==> src/bsc_pkg.sv <==
package bsc_pkg;

	localparam int AXES   = 4;
	localparam int POS_W  = 32;
	localparam int AMT_W  = 16;
	localparam int ADDR_W = 4;
	localparam int DATA_W = 32;

	typedef logic signed [POS_W-1:0] pos_t;
	typedef logic [AMT_W-1:0]        amt_t;

	typedef enum logic [1:0] {
		REG_BL_X = 2'd0,
		REG_BL_Y = 2'd1,
		REG_BL_Z = 2'd2,
		REG_BL_E = 2'd3
	} reg_idx_t;

	// Control handed from the top level to each axis slice.
	typedef struct packed {
		logic step;
		amt_t amt;
	} axis_ctl_t;

endpackage

==> src/bsc_if.sv <==
interface bsc_move_in_if;
	logic           valid;
	logic           ready;
	bsc_pkg::pos_t  cur_pos_x;
	bsc_pkg::pos_t  cur_pos_y;
	bsc_pkg::pos_t  cur_pos_z;
	bsc_pkg::pos_t  cur_pos_e;
	bsc_pkg::pos_t  dest_x;
	bsc_pkg::pos_t  dest_y;
	bsc_pkg::pos_t  dest_z;
	bsc_pkg::pos_t  dest_e;

	modport source (
		output valid, cur_pos_x, cur_pos_y, cur_pos_z, cur_pos_e,
		output dest_x, dest_y, dest_z, dest_e,
		input  ready
	);
	modport sink (
		input  valid, cur_pos_x, cur_pos_y, cur_pos_z, cur_pos_e,
		input  dest_x, dest_y, dest_z, dest_e,
		output ready
	);
endinterface

interface bsc_move_out_if;
	logic           valid;
	logic           ready;
	bsc_pkg::pos_t  new_pos_x;
	bsc_pkg::pos_t  new_pos_y;
	bsc_pkg::pos_t  new_pos_z;
	bsc_pkg::pos_t  new_pos_e;
	bsc_pkg::pos_t  shift_total_x;
	bsc_pkg::pos_t  shift_total_y;
	bsc_pkg::pos_t  shift_total_z;
	bsc_pkg::pos_t  shift_total_e;

	modport source (
		output valid, new_pos_x, new_pos_y, new_pos_z, new_pos_e,
		output shift_total_x, shift_total_y, shift_total_z, shift_total_e,
		input  ready
	);
	modport sink (
		input  valid, new_pos_x, new_pos_y, new_pos_z, new_pos_e,
		input  shift_total_x, shift_total_y, shift_total_z, shift_total_e,
		output ready
	);
endinterface

==> src/bsc_axis.sv <==
module bsc_axis (
	input  logic                  clk,
	input  logic                  arst_n,
	input  bsc_pkg::axis_ctl_t    ctl,
	input  bsc_pkg::pos_t         cur,
	input  bsc_pkg::pos_t         dst,
	output bsc_pkg::pos_t         new_pos,
	output bsc_pkg::pos_t         shift_total
);

	logic          dir_neg_q;
	bsc_pkg::pos_t acc_q;
	logic          moving;
	logic          neg;
	logic          apply;
	bsc_pkg::pos_t amt_ext;
	bsc_pkg::pos_t fix;

	assign moving  = (dst != cur);
	assign neg     = (dst < cur);
	assign apply   = moving && (neg ^ dir_neg_q) && (ctl.amt != '0);
	assign amt_ext = bsc_pkg::pos_t'({{(bsc_pkg::POS_W-bsc_pkg::AMT_W){1'b0}}, ctl.amt});
	// shift against the new direction: a negative move raises the position
	assign fix     = neg ? -amt_ext : amt_ext;

	assign new_pos     = apply ? (cur - fix) : cur;
	assign shift_total = apply ? (acc_q + fix) : acc_q;

	always_ff @(posedge clk or negedge arst_n) begin
		if (!arst_n) begin
			dir_neg_q <= 1'b0;
			acc_q     <= '0;
		end else if (ctl.step) begin
			acc_q <= shift_total;
			// a standing axis keeps its remembered direction
			if (moving) begin
				dir_neg_q <= neg;
			end
		end
	end

endmodule

==> src/backlash_step_compensation.sv <==
// A move passes through the input register, then the result register, before it is offered.
// Throughput: one move per cycle; a stalled result holds the input register.
// Reset clears the backlash registers, remembered directions (all positive),
// shift totals and both valid flags at once; no clearing pass follows.
module backlash_step_compensation (
	input  logic                         clk,
	input  logic                         arst_n,
	bsc_move_in_if.sink                  move,
	bsc_move_out_if.source               result,
	input  logic                         psel,
	input  logic                         penable,
	input  logic                         pwrite,
	input  logic [bsc_pkg::ADDR_W-1:0]   paddr,
	input  logic [bsc_pkg::DATA_W-1:0]   pwdata,
	output logic [bsc_pkg::DATA_W-1:0]   prdata,
	output logic                         pready
);

	localparam int AXES = bsc_pkg::AXES;

	bsc_pkg::amt_t      backlash_q [AXES];
	bsc_pkg::reg_idx_t  reg_idx;
	logic               cfg_wr;

	logic               valid_s1;
	bsc_pkg::pos_t      cur_s1 [AXES];
	bsc_pkg::pos_t      dst_s1 [AXES];
	logic               out_valid_q;
	bsc_pkg::pos_t      new_pos_q [AXES];
	bsc_pkg::pos_t      shift_q [AXES];

	bsc_pkg::pos_t      cur_in [AXES];
	bsc_pkg::pos_t      dst_in [AXES];
	bsc_pkg::pos_t      new_pos [AXES];
	bsc_pkg::pos_t      shift_total [AXES];
	logic               advance;
	logic               step;

	// configuration port
	assign pready  = 1'b1;
	assign reg_idx = bsc_pkg::reg_idx_t'(paddr[bsc_pkg::ADDR_W-1:2]);
	assign cfg_wr  = psel && penable && pwrite && pready;

	always_ff @(posedge clk or negedge arst_n) begin
		if (!arst_n) begin
			for (int i = 0; i < AXES; i++) begin
				backlash_q[i] <= '0;
			end
		end else if (cfg_wr) begin
			unique case (reg_idx)
				bsc_pkg::REG_BL_X: backlash_q[0] <= pwdata[bsc_pkg::AMT_W-1:0];
				bsc_pkg::REG_BL_Y: backlash_q[1] <= pwdata[bsc_pkg::AMT_W-1:0];
				bsc_pkg::REG_BL_Z: backlash_q[2] <= pwdata[bsc_pkg::AMT_W-1:0];
				bsc_pkg::REG_BL_E: backlash_q[3] <= pwdata[bsc_pkg::AMT_W-1:0];
				default: ;
			endcase
		end
	end

	always_comb begin
		prdata = '0;
		unique case (reg_idx)
			bsc_pkg::REG_BL_X: prdata[bsc_pkg::AMT_W-1:0] = backlash_q[0];
			bsc_pkg::REG_BL_Y: prdata[bsc_pkg::AMT_W-1:0] = backlash_q[1];
			bsc_pkg::REG_BL_Z: prdata[bsc_pkg::AMT_W-1:0] = backlash_q[2];
			bsc_pkg::REG_BL_E: prdata[bsc_pkg::AMT_W-1:0] = backlash_q[3];
			default: prdata = '0;
		endcase
	end

	// pipeline control
	assign advance    = !out_valid_q || result.ready;
	assign step       = valid_s1 && advance;
	assign move.ready = !valid_s1 || advance;

	assign cur_in[0] = move.cur_pos_x;
	assign cur_in[1] = move.cur_pos_y;
	assign cur_in[2] = move.cur_pos_z;
	assign cur_in[3] = move.cur_pos_e;
	assign dst_in[0] = move.dest_x;
	assign dst_in[1] = move.dest_y;
	assign dst_in[2] = move.dest_z;
	assign dst_in[3] = move.dest_e;

	always_ff @(posedge clk or negedge arst_n) begin
		if (!arst_n) begin
			valid_s1    <= 1'b0;
			out_valid_q <= 1'b0;
		end else begin
			if (move.ready) begin
				valid_s1 <= move.valid;
			end
			if (advance) begin
				out_valid_q <= valid_s1;
			end
		end
	end

	always_ff @(posedge clk) begin
		if (move.valid && move.ready) begin
			for (int i = 0; i < AXES; i++) begin
				cur_s1[i] <= cur_in[i];
				dst_s1[i] <= dst_in[i];
			end
		end
		if (step) begin
			for (int i = 0; i < AXES; i++) begin
				new_pos_q[i] <= new_pos[i];
				shift_q[i]   <= shift_total[i];
			end
		end
	end

	for (genvar g = 0; g < AXES; g++) begin : g_axis
		bsc_pkg::axis_ctl_t ctl;

		assign ctl.step = step;
		assign ctl.amt  = backlash_q[g];

		bsc_axis u_axis (
			.clk         (clk),
			.arst_n      (arst_n),
			.ctl         (ctl),
			.cur         (cur_s1[g]),
			.dst         (dst_s1[g]),
			.new_pos     (new_pos[g]),
			.shift_total (shift_total[g])
		);
	end

	assign result.valid         = out_valid_q;
	assign result.new_pos_x     = new_pos_q[0];
	assign result.new_pos_y     = new_pos_q[1];
	assign result.new_pos_z     = new_pos_q[2];
	assign result.new_pos_e     = new_pos_q[3];
	assign result.shift_total_x = shift_q[0];
	assign result.shift_total_y = shift_q[1];
	assign result.shift_total_z = shift_q[2];
	assign result.shift_total_e = shift_q[3];

endmodule

==> src/flat_wrapper.sv <==
// flat-port wrapper written by rule: the top's interface ports become plain ports
module backlash_step_compensation_flat 
  (clk, arst_n, psel, penable, pwrite, paddr, pwdata, prdata, pready, move_valid, move_cur_pos_x, move_cur_pos_y, move_cur_pos_z, move_cur_pos_e, move_dest_x, move_dest_y, move_dest_z, move_dest_e, move_ready, result_valid, result_new_pos_x, result_new_pos_y, result_new_pos_z, result_new_pos_e, result_shift_total_x, result_shift_total_y, result_shift_total_z, result_shift_total_e, result_ready);
  bsc_move_in_if move_i ();
  bsc_move_out_if result_i ();
  input  logic clk;
  input  logic arst_n;
  input  logic psel;
  input  logic penable;
  input  logic pwrite;
  input  logic [bsc_pkg::ADDR_W-1:0] paddr;
  input  logic [bsc_pkg::DATA_W-1:0] pwdata;
  output logic [bsc_pkg::DATA_W-1:0] prdata;
  output logic pready;
  input wire logic [$bits(move_i.valid)-1:0] move_valid;
  input wire logic [$bits(move_i.cur_pos_x)-1:0] move_cur_pos_x;
  input wire logic [$bits(move_i.cur_pos_y)-1:0] move_cur_pos_y;
  input wire logic [$bits(move_i.cur_pos_z)-1:0] move_cur_pos_z;
  input wire logic [$bits(move_i.cur_pos_e)-1:0] move_cur_pos_e;
  input wire logic [$bits(move_i.dest_x)-1:0] move_dest_x;
  input wire logic [$bits(move_i.dest_y)-1:0] move_dest_y;
  input wire logic [$bits(move_i.dest_z)-1:0] move_dest_z;
  input wire logic [$bits(move_i.dest_e)-1:0] move_dest_e;
  output wire logic [$bits(move_i.ready)-1:0] move_ready;
  output wire logic [$bits(result_i.valid)-1:0] result_valid;
  output wire logic [$bits(result_i.new_pos_x)-1:0] result_new_pos_x;
  output wire logic [$bits(result_i.new_pos_y)-1:0] result_new_pos_y;
  output wire logic [$bits(result_i.new_pos_z)-1:0] result_new_pos_z;
  output wire logic [$bits(result_i.new_pos_e)-1:0] result_new_pos_e;
  output wire logic [$bits(result_i.shift_total_x)-1:0] result_shift_total_x;
  output wire logic [$bits(result_i.shift_total_y)-1:0] result_shift_total_y;
  output wire logic [$bits(result_i.shift_total_z)-1:0] result_shift_total_z;
  output wire logic [$bits(result_i.shift_total_e)-1:0] result_shift_total_e;
  input wire logic [$bits(result_i.ready)-1:0] result_ready;
  assign move_i.valid = move_valid;
  assign move_i.cur_pos_x = move_cur_pos_x;
  assign move_i.cur_pos_y = move_cur_pos_y;
  assign move_i.cur_pos_z = move_cur_pos_z;
  assign move_i.cur_pos_e = move_cur_pos_e;
  assign move_i.dest_x = move_dest_x;
  assign move_i.dest_y = move_dest_y;
  assign move_i.dest_z = move_dest_z;
  assign move_i.dest_e = move_dest_e;
  assign move_ready = move_i.ready;
  assign result_valid = result_i.valid;
  assign result_new_pos_x = result_i.new_pos_x;
  assign result_new_pos_y = result_i.new_pos_y;
  assign result_new_pos_z = result_i.new_pos_z;
  assign result_new_pos_e = result_i.new_pos_e;
  assign result_shift_total_x = result_i.shift_total_x;
  assign result_shift_total_y = result_i.shift_total_y;
  assign result_shift_total_z = result_i.shift_total_z;
  assign result_shift_total_e = result_i.shift_total_e;
  assign result_i.ready = result_ready;
  backlash_step_compensation u_core (.clk(clk), .arst_n(arst_n), .move(move_i), .result(result_i), .psel(psel), .penable(penable), .pwrite(pwrite), .paddr(paddr), .pwdata(pwdata), .prdata(prdata), .pready(pready));
endmodule
==> config.mk <==
export PLATFORM = sky130hd
export DESIGN_NAME = backlash_step_compensation_flat
export DESIGN_NICKNAME = d
export VERILOG_FILES = /design/src/bsc_pkg.sv /design/src/bsc_if.sv /design/src/bsc_axis.sv /design/src/backlash_step_compensation.sv /design/src/flat_wrapper.sv
export SDC_FILE = /design/constraint.sdc
export NUM_CORES = 2
export LEC_CHECK = 0
export BUFFER_PORTS_ARGS = -buffer_cell sky130_fd_sc_hd__buf_2
export CAP_MARGIN = 20
export CORE_MARGIN = 2
export CORE_UTILIZATION = 42
export DETAILED_ROUTE_END_ITERATION = 10
export PLACE_DENSITY = 0.68
export SLEW_MARGIN = 20
export SYNTH_ARGS = -nofsm -noshare
export SYNTH_HDL_FRONTEND = slang
export SYNTH_SLANG_ARGS = --single-unit
export TNS_END_PERCENT = 10
==> constraint.sdc <==
create_clock -name clk -period 19.9 [get_ports clk]
set_input_delay 3.98 -clock clk [delete_from_list [all_inputs] [get_ports clk]]
set_output_delay 3.98 -clock clk [all_outputs]
set_load 0.05 [all_outputs]
Word level (Yosys, flattened, before mapping)
Memories as Yosys holds them, arrays and structs flattened.
Index checks and enable logic that the tools add are counted.
Storage, ports and cells
  bits in registers: 198
  bits in writable memories: 512
  bits of input ports: 299
  output and inout bits: 291
  logic and storage cells: 91
  memories kept: 4
Cells by class
  $add $sub $neg: 12
  $lt $le $gt $ge: 4
  equality and inequality tests: 7
  multiplexer cells: 17
  bitwise gates (word level): 4
  reduce and logical (&&, ||, !) cells: 29
Memory list
  u_core.cur_s1: depth 4, width 32, read ports 4, clocked after Yosys merged registers in 0, write ports 4, line backlash_step_compensation.sv:26  | bsc_pkg::pos_t cur_s1 [AXES];
  u_core.dst_s1: depth 4, width 32, read ports 4, clocked after Yosys merged registers in 0, write ports 4, line backlash_step_compensation.sv:27  | bsc_pkg::pos_t dst_s1 [AXES];
  u_core.new_pos_q: depth 4, width 32, read ports 4, clocked after Yosys merged registers in 0, write ports 4, line backlash_step_compensation.sv:29  | bsc_pkg::pos_t new_pos_q [AXES];
  u_core.shift_q: depth 4, width 32, read ports 4, clocked after Yosys merged registers in 0, write ports 4, line backlash_step_compensation.sv:30  | bsc_pkg::pos_t shift_q [AXES];
Operators by type and width (count)
  $mux 32: 12
  $add 32x32->32: 4
  $lt 32x32->1: 4
  $ne 32x32->1: 4
  $neg 16->32: 4
  $sub 32x32->32: 4
  $pmux 16 s4: 1
  $reduce_bool 16->1: 4
  $reduce_and 2->1: 8
  $logic_and 1x1->1: 12
  $eq 2x2->1 const B: 2
  $mux 1: 4
  $xor 1x1->1: 4
  $eq 2x1->1 const B: 1
  $logic_not 1->1: 2
  $logic_not 2->1: 1
  $logic_or 1x1->1: 2

Longest topological paths before layout
  depth after elaboration: 6
  depth in mapped cells: 25
  depth with buffers taken out: 24

By module
From an unflattened synthesis, not the netlist that was laid out.
Unflattened totals
  cell total of the unflattened synthesis: 4112
  area, all modules: 43519.2 sq um
By module, submodules not included
  backlash_step_compensation: instances 1, cells an instance 697, area each 18430.2 sq um, sequential area each 17026.3 sq um
  bsc_axis at u_core.g_axis[0].u_axis: instances 1, cells an instance 887, area each 6414.9 sq um, sequential area each 825.8 sq um
  bsc_axis at u_core.g_axis[1].u_axis: instances 1, cells an instance 867, area each 6286.0 sq um, sequential area each 825.8 sq um
  bsc_axis at u_core.g_axis[2].u_axis: instances 1, cells an instance 878, area each 6256.0 sq um, sequential area each 825.8 sq um
  bsc_axis at u_core.g_axis[3].u_axis: instances 1, cells an instance 783, area each 6132.1 sq um, sequential area each 825.8 sq um

Least setup slack after synthesis
Ideal clock, no wire load.
  path type: input -> register
  start: input result_ready
  end: memory u_core.new_pos_q[0][0] in the netlist's numbering (enable)
  library setup time: 0.721 ns
  arrival time: 11.783 ns
  data required time: 19.179 ns
  setup slack: 7.397 ns
  stages: 5
  path buffers: 2
  cells stage by stage: nand2b_1 nand2_1 inv_2 clkbuf_1 clkbuf_1
RTL lines
  start: declaration: line flat_wrapper.sv:34  | input wire logic [$bits(result_i.ready)-1:0] result_ready;
  end: declaration: line backlash_step_compensation.sv:29

Worst setup path after layout
  start: input paddr[2] in the netlist's numbering
  end: output prdata[8] in the netlist's numbering
Between the ends
  cells in the longest elaborated chain, start to end: 2
  elaborated cells between the ends (all ways): 5
  classes of those cells: 3 x eq/ne; 1 x mux; 1 x reduce/logical
RTL lines
  start: declaration: line flat_wrapper.sv:11  | input logic [bsc_pkg::ADDR_W-1:0] paddr;
  $eq 2x2->1 (tied with other cells): line backlash_step_compensation.sv:62  | unique case (reg_idx)
  $pmux 16 s4 (*): line backlash_step_compensation.sv:62
  end: declaration: line flat_wrapper.sv:13  | output logic [bsc_pkg::DATA_W-1:0] prdata;
Mark *: on every way between the ends. The rest lies on a longest branch, timed or not.

==> flow_summary_export.csv <==
group,metric,value,unit
critical_path,r2r_end,"u_core.new_pos_q[2][30]$_DFFE_PP_",
cells_and_area,fillers,9394,
sta,hold_viol_final,0,
die,die_y,325,µm
synth,synthesis.area,43300,µm²
cells_and_area,fin_nets,5401,
cts,cts_tree,"built",
drt,num_vias,32700,
synth,synthTopCellsByArea,"edfxtp_1 36%, dfrtp_1 11%, ha_1 11%, nand2_1 5.1%, xnor2_1 3.7%",
global_route,grt_pass1_wl,183000,µm
synth,ys.flop_type,"edfxtp_1",
synth,synth_top_area_cell,"edfxtp_1",
cts,ctsHtreeMaxLevel,3,
place,io_buffers,554,
sta,finClkSkew,0.0276,ns
cells_and_area,drive_gt1_share,19.3,%
power,seq_power_share,29.9,%
die,coreArea,102000,µm²
cts,cts_hold_buf,0,
critical_path,r2r_slack,12.61,ns
place,place_area,47500,µm²
critical_path,critical_path_arrival,5.37,ns
sta,period_minus_slack,9.35,ns
power,power.total,8.14,mW
sta,hold_ws,0.486,ns
critical_path,worst_ep_required_time,15.92,ns
critical_path,start_kind,"input port",
cts,clk_pin_slew,0.05,ns
global_route,antenna_found_initial,26,
sta,slew_violations,0,
critical_path,crit_path_end_kind,"output port",
cts,clock_latency,0.67,ns
cts,clk_path_buf_depth,3,
run_status,status,"completed",
synth,synth_warnings,0,
power,leakagePower,22.5,nW
die,rows,117,
critical_path,worstPathCellList,"buf_2 > mux4_2 > buf_2",
cts,cts_setup_buffers,0,
power,p_clk_share,19.2,%
cts,numCtsBuffers,83,
sta,tightest_slew,1.03,ns
critical_path,cp.depth,3,
synth,yosysSeqAreaShare,46.9,%
min_path,hold_class,"flop to flop",
cts,cts.sinks,710,
min_path,holdPathStages,1,
drt,wl_per_cell,19.6,µm
cells_and_area,seq_area,20300,µm²
synth,synthTopCellsByCount,"592 x nand2_1, 512 x edfxtp_1, 380 x ha_1",
sta,slew_headroom,31.4,%
synth,synth-seq-cells,710,
critical_path,cpMaxStageDelayCell,"mux4_2",
cells_and_area,multi_input_comb_area,21300,µm²
global_route,grt_max_degree,91,
critical_path,crit_buf_inv,2,
critical_path,criticalPathCategory,"input port to output port",
sta,setup-violations-final,0,
power,switching_share,44.3,%
synth,synth_cell_types,99,
run,cap_viol_max_count,0,
critical_path,r2r-start,"u_core.cur_s1[2][31]$_DFFE_PP_",
cells_and_area,synthToLayoutAreaGrowth,16.1,%
power,p_per_area,162,nW/µm²
drt,ant_nets,0,
die,io_pins,590,
place,place_hpwl,91000,µm
critical_path,crit_fanout,20,
synth,yosysMostFrequentCell,"nand2_1",
die,die_w,325,µm
sta,period_share,47.0,%
drt,wirelength,120000,µm
power,combPwrFrac,50.8,%
sta,rsz0062_at_grt,"false",
critical_path,cpMostUsedCell,"buf_2",
die,initial_core_util,42.4,%
critical_path,slowest_delay,0.61,ns
min_path,hold-path-endpoint,"u_core.g_axis[1].u_axis.acc_q[31]$_DFFE_PN0P_",
cts,clock_tree.root_cell,"clkbuf_16",
cts,cts_resized,0,
drt,first_iter_violations,2001,
drt,route.detailed.drc,0,
sta,max_freq,0.107,GHz
synth,yosysTopAreaCellShare,35.5,%
min_path,holdCritStartpoint,"u_core.g_axis[1].u_axis.acc_q[31]$_DFFE_PN0P_",
place,gp_congestion,0.927,
synth,avgSynthCellArea,10.4,µm²
power,power.internal,4.53,mW
cells_and_area,fin_area,50300,µm²
drt,avgViaCountPerCell,5.32,
synth,synth_edf_count,512,
global_route,grt-ovfl-total,0,
synth,async_flop_share,27.9,%
global_route,grt_pass1_vias,31700,
power,ir_drop,131,µV
critical_path,rr_worst_depth,24,
critical_path,cp_top_family,"buffers and inverters",
global_route,grt_use_total,22.2,%
die,die-area,106000,µm²
synth,synth_cells,4171,
sta,setup_tns,0,ns
drt,dr.pass1.iters,5,
power,p_sw,3.61,mW
==> state kept, by name, indices dropped and copies added, names as in the netlist <==
signal	flops
u_core.new_pos_q	128
u_core.result.valid	1
u_core.backlash_q	64
u_core.cur_s1	128
u_core.g_axis.u_axis.acc_q	128
u_core.g_axis.u_axis.dir_neg_q	4
u_core.valid_s1	1
u_core.shift_q	128
u_core.dst_s1	128
==> logic make-up after synthesis <==
logic type      Yosys count  synth area share (%)
compound gates          984                  14.4
fa+ha+maj               405                  11.8
buf+inv                 462                  4.20
mux                     159                  4.54
flops                   710                  46.9
xor+xnor                298                  6.03
simple gates           1151                  12.1
other cells               2                0.0173
==> cells in the final DEF, fill, tap and decap left out, types with 50 or more instances in the layout <==
cell type / netlist / layout
o21a_1: 50 / 50
buf_2: 10 / 553
dfrtp_1: 198 / 198
edfxtp_1: 512 / 512
nand3_1: 63 / 61
nand2_1: 592 / 590
ha_1: 380 / 380
clkbuf_16: 0 / 89
a21o_1: 114 / 114
a21oi_1: 233 / 233
xor2_1: 117 / 117
o21ai_0: 305 / 305
nor2_1: 191 / 191
xnor2_1: 181 / 181
mux2_2: 139 / 139
inv_1: 320 / 320
==> cell type report <==
type / count / area share [%]
Inverter: 327 / 2.47
Multi-Input combinational cell: 3014 / 42.3
Clock buffer: 115 / 4.74
Sequential cell: 710 / 40.4
Antenna cell: 6 / 0.0299
Clock inverter: 37 / 0.771
Tap cell: 1368 / 3.40
Timing Repair Buffer: 578 / 5.89
==> metal layers <==
layer	vias to the layer above	track usage, %	share of wire [%]
met1	15600	29.6	44
met4	26	6.14	2.5
li1	16100	-	-
met2	830	36.8	47
met5	-	0	0.14
met3	168	4.52	6.1
==> metrics by stage <==
step           std cells  utilization [%]  setup slack, ns
2_1_floorplan       4186                -             7.40
3_3_place_gp        5997             46.6            10.52
3_5_place_dp        5997             46.6            10.50
4_1_cts             6149             49.3            10.50
5_1_grt             6151             49.3            10.46
6_report            6155             49.3            10.55
==> power groups by stage <==
| stage | Clock, mW | Combinational, mW | Sequential (mW) |
|---|---|---|---|
| finish | 1.56 | 4.14 | 2.44 |
| global route | 1.65 | 4.55 | 2.48 |
| CTS | 1.60 | 4.14 | 2.44 |
| detailed placement | 0 | 4.11 | 2.46 |
| global placement | 0 | 4.05 | 2.46 |
| floorplan | 0 | 2.52 | 3.07 |
==> how the worst max path moves through the flow <==
stage / start / to / slack (ns)
floorplan: result_ready / u_core.new_pos_q[0][0]$_DFFE_PP_ / 7.40
global placement: paddr[2] / prdata[8] / 10.52
detailed placement: paddr[2] / prdata[8] / 10.50
CTS: paddr[2] / prdata[8] / 10.50
global route: paddr[2] / prdata[8] / 10.46
finish: paddr[2] / prdata[8] / 10.55
Note: power is estimated with default switching activity, not from simulation.
